`config.mk`:
```
export PLATFORM = sky130hd
export DESIGN_NAME = double_ended_queue_top
export DESIGN_NICKNAME = d
export VERILOG_FILES = /design/src/hdl/deq_pkg.sv /design/src/hdl/deq_cell.sv /design/src/hdl/double_ended_queue_top.sv
export SDC_FILE = /design/constraint.sdc
export NUM_CORES = 2
export LEC_CHECK = 0
export BUFFER_PORTS_ARGS = -buffer_cell sky130_fd_sc_hd__clkbuf_2
export CAP_MARGIN = 20
export CORE_MARGIN = 2
export CORE_UTILIZATION = 29
export DETAILED_ROUTE_END_ITERATION = 6
export GPL_ROUTABILITY_DRIVEN = 1
export GPL_TIMING_DRIVEN = 1
export PLACE_DENSITY_LB_ADDON = 0.12
export SYNTH_ARGS = -nofsm -noshare
export SYNTH_HDL_FRONTEND = slang
export SYNTH_HIERARCHICAL = 1
export SYNTH_SLANG_ARGS = --single-unit
```
`constraint.sdc`:
```
create_clock -name clk -period 14.9 [get_ports clk]
set_input_delay 1.49 -clock clk [delete_from_list [all_inputs] [get_ports clk]]
set_output_delay 1.49 -clock clk [all_outputs]
set_load 0.05 [all_outputs]
```
`src/hdl/deq_pkg.sv`:
```
// Shared types, codes and constants for the double-ended queue.
package deq_pkg;

  localparam int DEQ_DEPTH   = 32;
  localparam int MAX_RESULTS = 32;
  localparam int DATA_W      = 32;
  localparam int MODE_W      = 3;
  localparam int POS_W       = 6;
  localparam int STAT_W      = 2;

  typedef logic signed [DATA_W-1:0] word_t;

  localparam logic [MODE_W-1:0] MODE_CLEAR_STORE = 3'd0;
  localparam logic [MODE_W-1:0] MODE_PUSH_FRONT  = 3'd1;
  localparam logic [MODE_W-1:0] MODE_PUSH_BACK   = 3'd2;
  localparam logic [MODE_W-1:0] MODE_POP_FRONT   = 3'd3;
  localparam logic [MODE_W-1:0] MODE_POP_BACK    = 3'd4;
  localparam logic [MODE_W-1:0] MODE_WALK_FWD    = 3'd5;
  localparam logic [MODE_W-1:0] MODE_WALK_REV    = 3'd6;

  localparam logic [STAT_W-1:0] STAT_OK    = 2'd0;
  localparam logic [STAT_W-1:0] STAT_EMPTY = 2'd1;
  localparam logic [STAT_W-1:0] STAT_FULL  = 2'd2;

  typedef struct packed {
    logic [MODE_W-1:0] mode;
    word_t             value;
  } in_item_t;

  typedef struct packed {
    word_t             data_out;
    logic [POS_W-1:0]  position;
    logic [STAT_W-1:0] status;
    logic              last;
  } out_item_t;

  typedef enum logic [2:0] {
    CELL_HOLD,
    CELL_LOAD,
    CELL_INSERT,
    CELL_APPEND,
    CELL_REMOVE,
    CELL_TRIM,
    CELL_ROT_LEFT,
    CELL_ROT_RIGHT
  } cell_op_t;

  typedef struct packed {
    cell_op_t op;
    word_t    value;
  } cell_ctrl_t;

  typedef enum logic {
    S_IDLE,
    S_WALK
  } state_t;

endpackage

```
`src/hdl/deq_cell.sv`:
```
// One storage cell of the deque row: an entry and its occupied bit.
module deq_cell
  import deq_pkg::*;
(
  input  logic       clk,
  input  logic       rst,
  input  logic       head,
  input  cell_ctrl_t ctrl,
  input  word_t      left_data,
  input  logic       left_occ,
  input  word_t      right_data,
  input  logic       right_occ,
  input  word_t      wrap_data,
  output word_t      data,
  output logic       occ,
  output logic       back
);

  assign back = occ && !right_occ;

  always_ff @(posedge clk) begin
    if (rst) begin
      occ <= 1'b0;
    end else begin
      case (ctrl.op)
        CELL_LOAD:   occ <= head;
        CELL_INSERT: occ <= left_occ;
        CELL_APPEND: if (!occ && left_occ) occ <= 1'b1;
        CELL_REMOVE: occ <= right_occ;
        CELL_TRIM:   if (back) occ <= 1'b0;
        default:     occ <= occ;
      endcase
    end
  end

  always_ff @(posedge clk) begin
    case (ctrl.op)
      CELL_LOAD:      if (head) data <= ctrl.value;
      CELL_INSERT:    data <= left_data;
      CELL_APPEND:    if (!occ && left_occ) data <= ctrl.value;
      CELL_REMOVE:    data <= right_data;
      // back entry wraps around to take the head value
      CELL_ROT_LEFT:  if (occ) data <= back ? wrap_data : right_data;
      CELL_ROT_RIGHT: if (occ) data <= left_data;
      default:        data <= data;
    endcase
  end

endmodule

```
`src/hdl/double_ended_queue_top.sv`:
```
// Top level of the double-ended queue built as a row of shifting cells.
//
//   channel | direction | handshake          | payload
//   in      | input     | in_valid/in_stall  | in_item  (mode, value)
//   out     | output    | out_valid/out_stall| out_item (data_out, position, status, last)
//
// Clear, push, pop and refused items each give one result.
// A walk over N entries first takes the item, then rotates the row N places, one place
// per cycle unless a stalled output holds it, emitting one entry per place for the first 32.
// No new item is taken until a walk has brought the row back to its order.
// Reset (rst, synchronous) empties the deque; entry data is not cleared.
// A stalled output holds its result and stops the walk and the input.
module double_ended_queue_top
  import deq_pkg::*;
#(
  parameter int DEPTH = DEQ_DEPTH
) (
  input  logic      clk,
  input  logic      rst,
  input  logic      in_valid,
  output logic      in_stall,
  input  in_item_t  in_item,
  output logic      out_valid,
  input  logic      out_stall,
  output out_item_t out_item
);

  localparam int CW = $clog2(DEPTH + 1);

  state_t          state, state_next;
  logic [CW-1:0]   count, count_next;
  logic [CW-1:0]   step, step_next;
  logic [CW-1:0]   limit, limit_next;
  logic            walk_rev, walk_rev_next;

  logic            adv, accept, emit, go, produce;
  logic [CW-1:0]   sp1, walk_n;
  out_item_t       result;
  cell_ctrl_t      ctrl;
  word_t           head_in, back_data;

  word_t           cell_data [DEPTH];
  logic            cell_occ  [DEPTH];
  logic            cell_back [DEPTH];

  assign adv      = !out_valid || !out_stall;
  assign in_stall = (state != S_IDLE) || !adv;
  assign accept   = in_valid && !in_stall;
  assign sp1      = step + CW'(1);
  assign emit     = step < limit;
  assign go       = !emit || adv;
  assign walk_n   = (int'(count) > MAX_RESULTS) ? CW'(MAX_RESULTS) : count;

  // Cell row
  generate
    for (genvar i = 0; i < DEPTH; i++) begin : g_cell
      word_t ld, rd;
      logic  lo, ro;
      if (i == 0) begin : g_first
        assign ld = head_in;
        assign lo = 1'b1;
      end else begin : g_mid
        assign ld = cell_data[i-1];
        assign lo = cell_occ[i-1];
      end
      if (i == DEPTH - 1) begin : g_end
        assign rd = '0;
        assign ro = 1'b0;
      end else begin : g_inner
        assign rd = cell_data[i+1];
        assign ro = cell_occ[i+1];
      end
      deq_cell u_cell (
        .clk        (clk),
        .rst        (rst),
        .head       (i == 0),
        .ctrl       (ctrl),
        .left_data  (ld),
        .left_occ   (lo),
        .right_data (rd),
        .right_occ  (ro),
        .wrap_data  (cell_data[0]),
        .data       (cell_data[i]),
        .occ        (cell_occ[i]),
        .back       (cell_back[i])
      );
    end
  endgenerate

  always_comb begin
    back_data = '0;
    for (int i = 0; i < DEPTH; i++) begin
      back_data = back_data | (cell_data[i] & {DATA_W{cell_back[i]}});
    end
  end

  assign head_in = (ctrl.op == CELL_ROT_RIGHT) ? back_data : in_item.value;

  // Next state
  always_comb begin
    state_next = state;
    case (state)
      S_IDLE: begin
        if (accept && count != '0 &&
            (in_item.mode == MODE_WALK_FWD || in_item.mode == MODE_WALK_REV)) begin
          state_next = S_WALK;
        end
      end
      S_WALK: begin
        if (go && sp1 == count) state_next = S_IDLE;
      end
      default: state_next = S_IDLE;
    endcase
  end

  // Cell control, result and counters
  always_comb begin
    ctrl.op       = CELL_HOLD;
    ctrl.value    = in_item.value;
    produce       = 1'b0;
    result        = '0;
    result.status = STAT_OK;
    result.last   = 1'b1;
    count_next    = count;
    step_next     = step;
    limit_next    = limit;
    walk_rev_next = walk_rev;
    case (state)
      S_IDLE: begin
        if (accept) begin
          produce = 1'b1;
          case (in_item.mode)
            MODE_CLEAR_STORE: begin
              ctrl.op    = CELL_LOAD;
              count_next = CW'(1);
            end
            MODE_PUSH_FRONT, MODE_PUSH_BACK: begin
              if (count == '0) begin
                result.status = STAT_EMPTY;
              end else if (int'(count) >= DEPTH) begin
                result.status = STAT_FULL;
              end else begin
                ctrl.op    = (in_item.mode == MODE_PUSH_FRONT) ? CELL_INSERT : CELL_APPEND;
                count_next = count + CW'(1);
              end
            end
            MODE_POP_FRONT, MODE_POP_BACK: begin
              if (count == '0) begin
                result.status = STAT_EMPTY;
              end else begin
                ctrl.op         = (in_item.mode == MODE_POP_FRONT) ? CELL_REMOVE : CELL_TRIM;
                result.data_out = (in_item.mode == MODE_POP_FRONT) ? cell_data[0] : back_data;
                count_next      = count - CW'(1);
              end
            end
            MODE_WALK_FWD, MODE_WALK_REV: begin
              if (count == '0) begin
                result.status = STAT_EMPTY;
              end else begin
                produce       = 1'b0;
                step_next     = '0;
                limit_next    = walk_n;
                walk_rev_next = (in_item.mode == MODE_WALK_REV);
              end
            end
            default: result.status = STAT_EMPTY;
          endcase
        end
      end
      S_WALK: begin
        if (go) begin
          ctrl.op         = walk_rev ? CELL_ROT_RIGHT : CELL_ROT_LEFT;
          produce         = emit;
          result.data_out = walk_rev ? back_data : cell_data[0];
          result.position = POS_W'(sp1);
          result.last     = (sp1 == limit);
          step_next       = sp1;
        end
      end
      default: ;
    endcase
  end

  always_ff @(posedge clk) begin
    if (rst) begin
      state     <= S_IDLE;
      count     <= '0;
      step      <= '0;
      limit     <= '0;
      walk_rev  <= 1'b0;
      out_valid <= 1'b0;
    end else begin
      state    <= state_next;
      count    <= count_next;
      step     <= step_next;
      limit    <= limit_next;
      walk_rev <= walk_rev_next;
      if (adv) out_valid <= produce;
    end
  end

  // Hold the result while the far side stalls
  always_ff @(posedge clk) begin
    if (adv && produce) out_item <= result;
  end

endmodule

```
# --- Word-level counts from Yosys, hierarchy flattened ---
# Index checks and enable logic that the tools add are counted.
op_classes:
  mux: 293
  reduce_logical: 160
  bitwise: 66
  n_eq_ne: 150
  n_lt_le_gt_ge: 3
  add_sub_neg: 3
ops:
  columns: ["cell", "count"]
  rows:
  - ["case mux 32 bit (5 select lines)", 31]
  - ["2-to-1 mux 32 bit", 133]
  - ["bitwise AND 32 bit", 32]
  - ["OR 32 bit", 31]
  - ["inequality test 2 x 1 -> 1 bit, second input constant", 128]
  - ["case mux 32 bit (6 select lines)", 1]
  - ["case mux 1 bit (5 select lines)", 30]
  - ["AND reduction 4 bit", 33]
  - ["AND reduction 3 bit", 30]
  - ["2-to-1 mux 1 bit", 72]
  - ["case mux 32 bit (2 select lines)", 1]
  - ["2-to-1 mux 6 bit", 8]
  - ["2-to-1 mux 38 bit", 1]
  - ["logical AND 1 bit", 36]
  - ["logical NOT 1 bit", 36]
  - ["== test 3 bit, second input constant", 7]
  - ["case mux 6 bit (3 select lines)", 1]
  - ["inequality test 2 bit, second input constant", 7]
  - ["adder 6 x 1 -> 6 bit, second input constant", 2]
  - ["== test 3 x 2 -> 1 bit, second input constant", 4]
  - ["== test 6 bit", 2]
  - ["case mux 6 bit (2 select lines)", 1]
  - ["nonzero test 6 bit", 2]
  - ["nonzero test 5 bit", 2]
  - ["other kinds (23)", 44]
totals:
  output_inout_bits: 43
  reg_bits: 1118
  wordCells: 749

# --- Logic depth before layout (Yosys ltp) ---
depth:
  depth_word: 39
  ltp_mapped: 13

# --- Hierarchy ---
# The synthesis kept the hierarchy.
modules_own_cells:
  columns: ["mod", "area_each_um2", "instances", "cells_per_inst"]
  rows:
  - ["deq_cell", 2542.4, 32, 277]
  - ["double_ended_queue_top", 8730.9, 1, 1132]

# --- Worst setup path before layout ---
# Ideal clock, no wire load.
synth_timing:
  kind: "input to register"
  from: "input port out_stall"
  to: "register g_cell[0].u_cell.data[0] (enable)"
  path_buffers: 2
  slack_ns: 3.806
  setup_ns: 0.396
  stages: 6
  arrival_time_ns: 10.699
  path_cell_list: "nand2_1 > nand3_1 > o31ai_1 > buf_2 > buf_2 > a311o_1"
synth_rtl:
  columns: ["item", "line", "text"]
  rows:
  - ["start: declaration", "double_ended_queue_top.sv:24", "input logic out_stall,"]
  - ["end signal: assignment", "deq_cell.sv:38", "CELL_LOAD: if (head) data <= ctrl.value;"]
  - ["end signal: assignment", "deq_cell.sv:39", "CELL_INSERT: data <= left_data;"]
  - ["end signal: assignment", "deq_cell.sv:40", "CELL_APPEND: if (!occ && left_occ) data <= ctrl.value;"]
  - ["end: declaration", "deq_cell.sv:14", "output word_t data,"]

==> metrics.md <==
| Metric | Value |
|---|---|
| Yosys warnings | `6` |
| Via count | `99100` |
| Internal power | `7.06 mW` |
| Die Wd | `561 um` |
| PnR Total Power | `~12 mW` |
| Placed instance count | `13800` |
| Grt ovf | `0` |
| Post-CTS sizing | `0` |
| CTS clk-pin slew, worst paths | `60 ps` |
| Pwr dens | `about 120 mW/mm^2` |
| Cts bufs inserted | `167` |
| Comb power frac | `26.8%` |
| Clock Tree Buf Depth | `4` |
| EDFF count, synth | `about 1100` |
| Critical Path Start | `g_cell[12].u_cell/occ` |
| Total negative setup slack | `0 ps` |
| CTS tree | `built` |
| Routability cong. | `1.15` |
| Nets | `9952` |
| # setup viols final | `0` |
| Rel. slew slack | `-7.86%` |
| Fin. Hold Viols | `0` |
| Grt met2 use | `a little over three fifths` |
| 1st-pass router iterations | `7` |
| Grt peak-use layer | `met2` |
| CORE AREA | `0.309 mm^2` |
| CP Max Fanout | `33` |
| Maxcap violations | `0` |
| Initial core utilization | `29.1%` |
| CTS Hold Bufs | `0` |
| Synth top area share | `35.5%` |
| Die height | `561 um` |
| Async S/R FF share, synth | `0%` |
| IO Pins | `between 80 and 90` |
| First-pass GRT wire length | `936000 um` |
| DRC Markers | `7` |
| Distinct cells, synth | `around 60` |
| Crit Path Class | `reg2reg` |
| Finished Layout Cells | `approximately 14000` |
| Worst VDD drop | `0.0827 mV` |
| Slew Viols, Final | `4` |
| Tmin final | `6430 ps` |
| WP data arrival | `7130 ps` |
| Setup bufs post-CTS | `0` |
| Share of layout cells above drive strength 1 | `about 20%` |
| Element type at the critical path end | `flop` |
| R2r worst-path depth | `10` |
| Clk Tree Root Cell | `clkbuf_16` |
| Type of origin of the critical path | `flop` |
| Switching pwr | `4.79 mW` |
| Reg2reg start | `g_cell[12].u_cell/occ` |
| Pin count of the biggest net entering global routing | `120` |
| Core Rows | `204` |
| Via/cell ratio | `6.94` |
| DP Wirelength | `around 510000 um` |
| Synth Instances | `roughly 10000` |
| Seq cells post-synth | `between 1000 and 1500` |
| Failing checks | `DRC, slew limit` |
| Area growth syn-to-layout | `12.7%` |
| Global Route met3 Usage | `18.6%` |
| Vias in the first global route | `87400` |
| Clock power frac | `about a third` |
| Reg2reg end | `g_cell[0].u_cell/data[9]` |
| Post-synth top area cell | `edfxtp_1` |
| Initial antenna violation count | `223` |
| Least-Margin Pin Slew | `~1600 ps` |
| PortBufs | `81` |
| Commonest non-fill, non-tap cell in the layout | `a21oi_1` |
| Die Area | `0.315 mm^2` |
| Worst Hold Class | `reg2reg` |
| Status | `complete, but fails checks` |
| Seq/Total Area, Yosys | `36.7%` |
| Clk_skew | `87.5 ps` |
| # clock sinks | `around 1100` |
| Top post-synthesis cells by area | `edfxtp_1 (35%), mux2_2 (13%), maj3_1 (11%)` |
| Reg power frac | `38.9%` |
| H-Tree Level Count | `4` |
| Static leakage power | `between 30 and 40 nW` |
| Unrepaired setup endpoints after global routing | `no` |
| Overall Global Routing Usage | `~45%` |
| Reg2Reg Setup Slack | `8470 ps` |
| Net Sw Frac | `40.4%` |
| Clk_lat worst skew | `roughly 950 ps` |
| Worst setup path endpoint | `g_cell[0].u_cell/data[9]` |
| Wirelength per Cell | `51.6 um` |
| Met1 global-route usage | `52.6%` |
| Fin crit share | `43.2%` |
| Top_reg_cell synth | `edfxtp_1` |
| Detailed Route WL | `737000 um` |
| Area of the mapped netlist | `0.0901 mm^2` |
| Starting DRT DRC Count | `roughly 19000` |
| Most frequent cells in the layout | `a21oi_1 (1138), nand2_1 (1131), nor2_1 (1107), edfxtp_1 (1065), mux2_2 (1024)` |
| Synth Area per Inst | `9.01 um^2` |
| Fmax | `between 150 and 200 MHz` |
| Final ANT Viol Nets | `0` |
| Worst Path Required | `15600 ps` |
kinds of logic after synthesis:
| group | count (synthesis) | share of synthesized area (%) |
|---|---|---|
| DFF | 1118 | 36.7 |
| other | 2 | 0.00834 |
| muxes | 1027 | 12.8 |
| AOI/OAI and AO/OA | 3003 | 20.8 |
| xor gates and xnor gates | 50 | 0.486 |
| buffers and inverters | 1061 | 5.21 |
| and+or+nand+nor | 2731 | 12.8 |
| adders and majority gates | 1004 | 11.2 |
worst max-delay path, cell delays in order (launching register included):
cell and delay, ps:
dfxtp_1 590, nand2b_2 860, inv_2 520, buf_4 450
a22oi_1 1240, nand4_1 730, nor4_1 980, o21ai_0 190
maj3_1 390, o22ai_1 130, a21oi_1 80
registers in the layout, summed over array words and instances, names as in the netlist:
name and flops:
g_cell.u_cell/occ 32, step 6, g_cell.u_cell/data 1024, out_valid 1, limit 6, count 6
out_item 41, state 1, walk_rev 1
area by class of cell:
class                   count  area [um^2]
fillers                 31900       208000
multi-input cells        7979        53600
flip-flops and latches   1118        33000
well taps                4120         5150
clock buffers             220         4430
repair buffers            491         3720
clock inverters            77          713
inverters                 144          556
diodes                    128          320
worst min path at each step:
stage | from | to | slack (ps) | depth (start not counted)
floorplan | limit[3] | limit[3] | 430 | 2
global placement | limit[4] | limit[4] | 440 | 2
detailed placement | limit[3] | limit[3] | 450 | 2
CTS | limit[3] | limit[3] | 460 | 2
global route | limit[3] | limit[3] | 500 | 2
finish | limit[3] | limit[3] | 450 | 2
power groups by stage:
stage	logic, mW	clock network (mW)	registers [mW]
3_5_place_dp	2.98	0	4.57
5_1_grt	3.17	4.18	4.53
3_3_place_gp	2.95	0	4.57
6_report	3.17	4.07	4.61
2_1_floorplan	1.61	0	4.08
4_1_cts	2.99	4.09	4.51
metrics by stage:
step	hold WS, ps	util (%)	cell area (um^2)	setup WS (ps)
after global placement	445	31.0	95800	8140
after global routing	501	32.7	101000	8430
final	451	32.8	102000	8470
after CTS	456	32.7	101000	8700
after floorplan	432	-	90700	3810
after detailed placement	448	31.0	95800	8110
cells in the mapped netlist (44+ instances only):
master    number
nand2_1     1131
inv_1         47
a21oi_1     1139
clkbuf_1     356
edfxtp_1    1065
mux2_2      1024
dfxtp_1       53
o22ai_1      993
nand4_1      162
a22oi_1      512
buf_2        461
o21ai_0       74
buf_1         65
inv_2         96
maj3_1       992
nor2_1      1139
xnor2_1       44
nand2b_1      67
layer usage:
layer,up-vias,part of all wire [%]
li1,37700,-
met1,50100,37
met2,8968,40
met3,2297,13
met4,64,10
met5,-,0.086
Power figures use the tool's default switching activity.
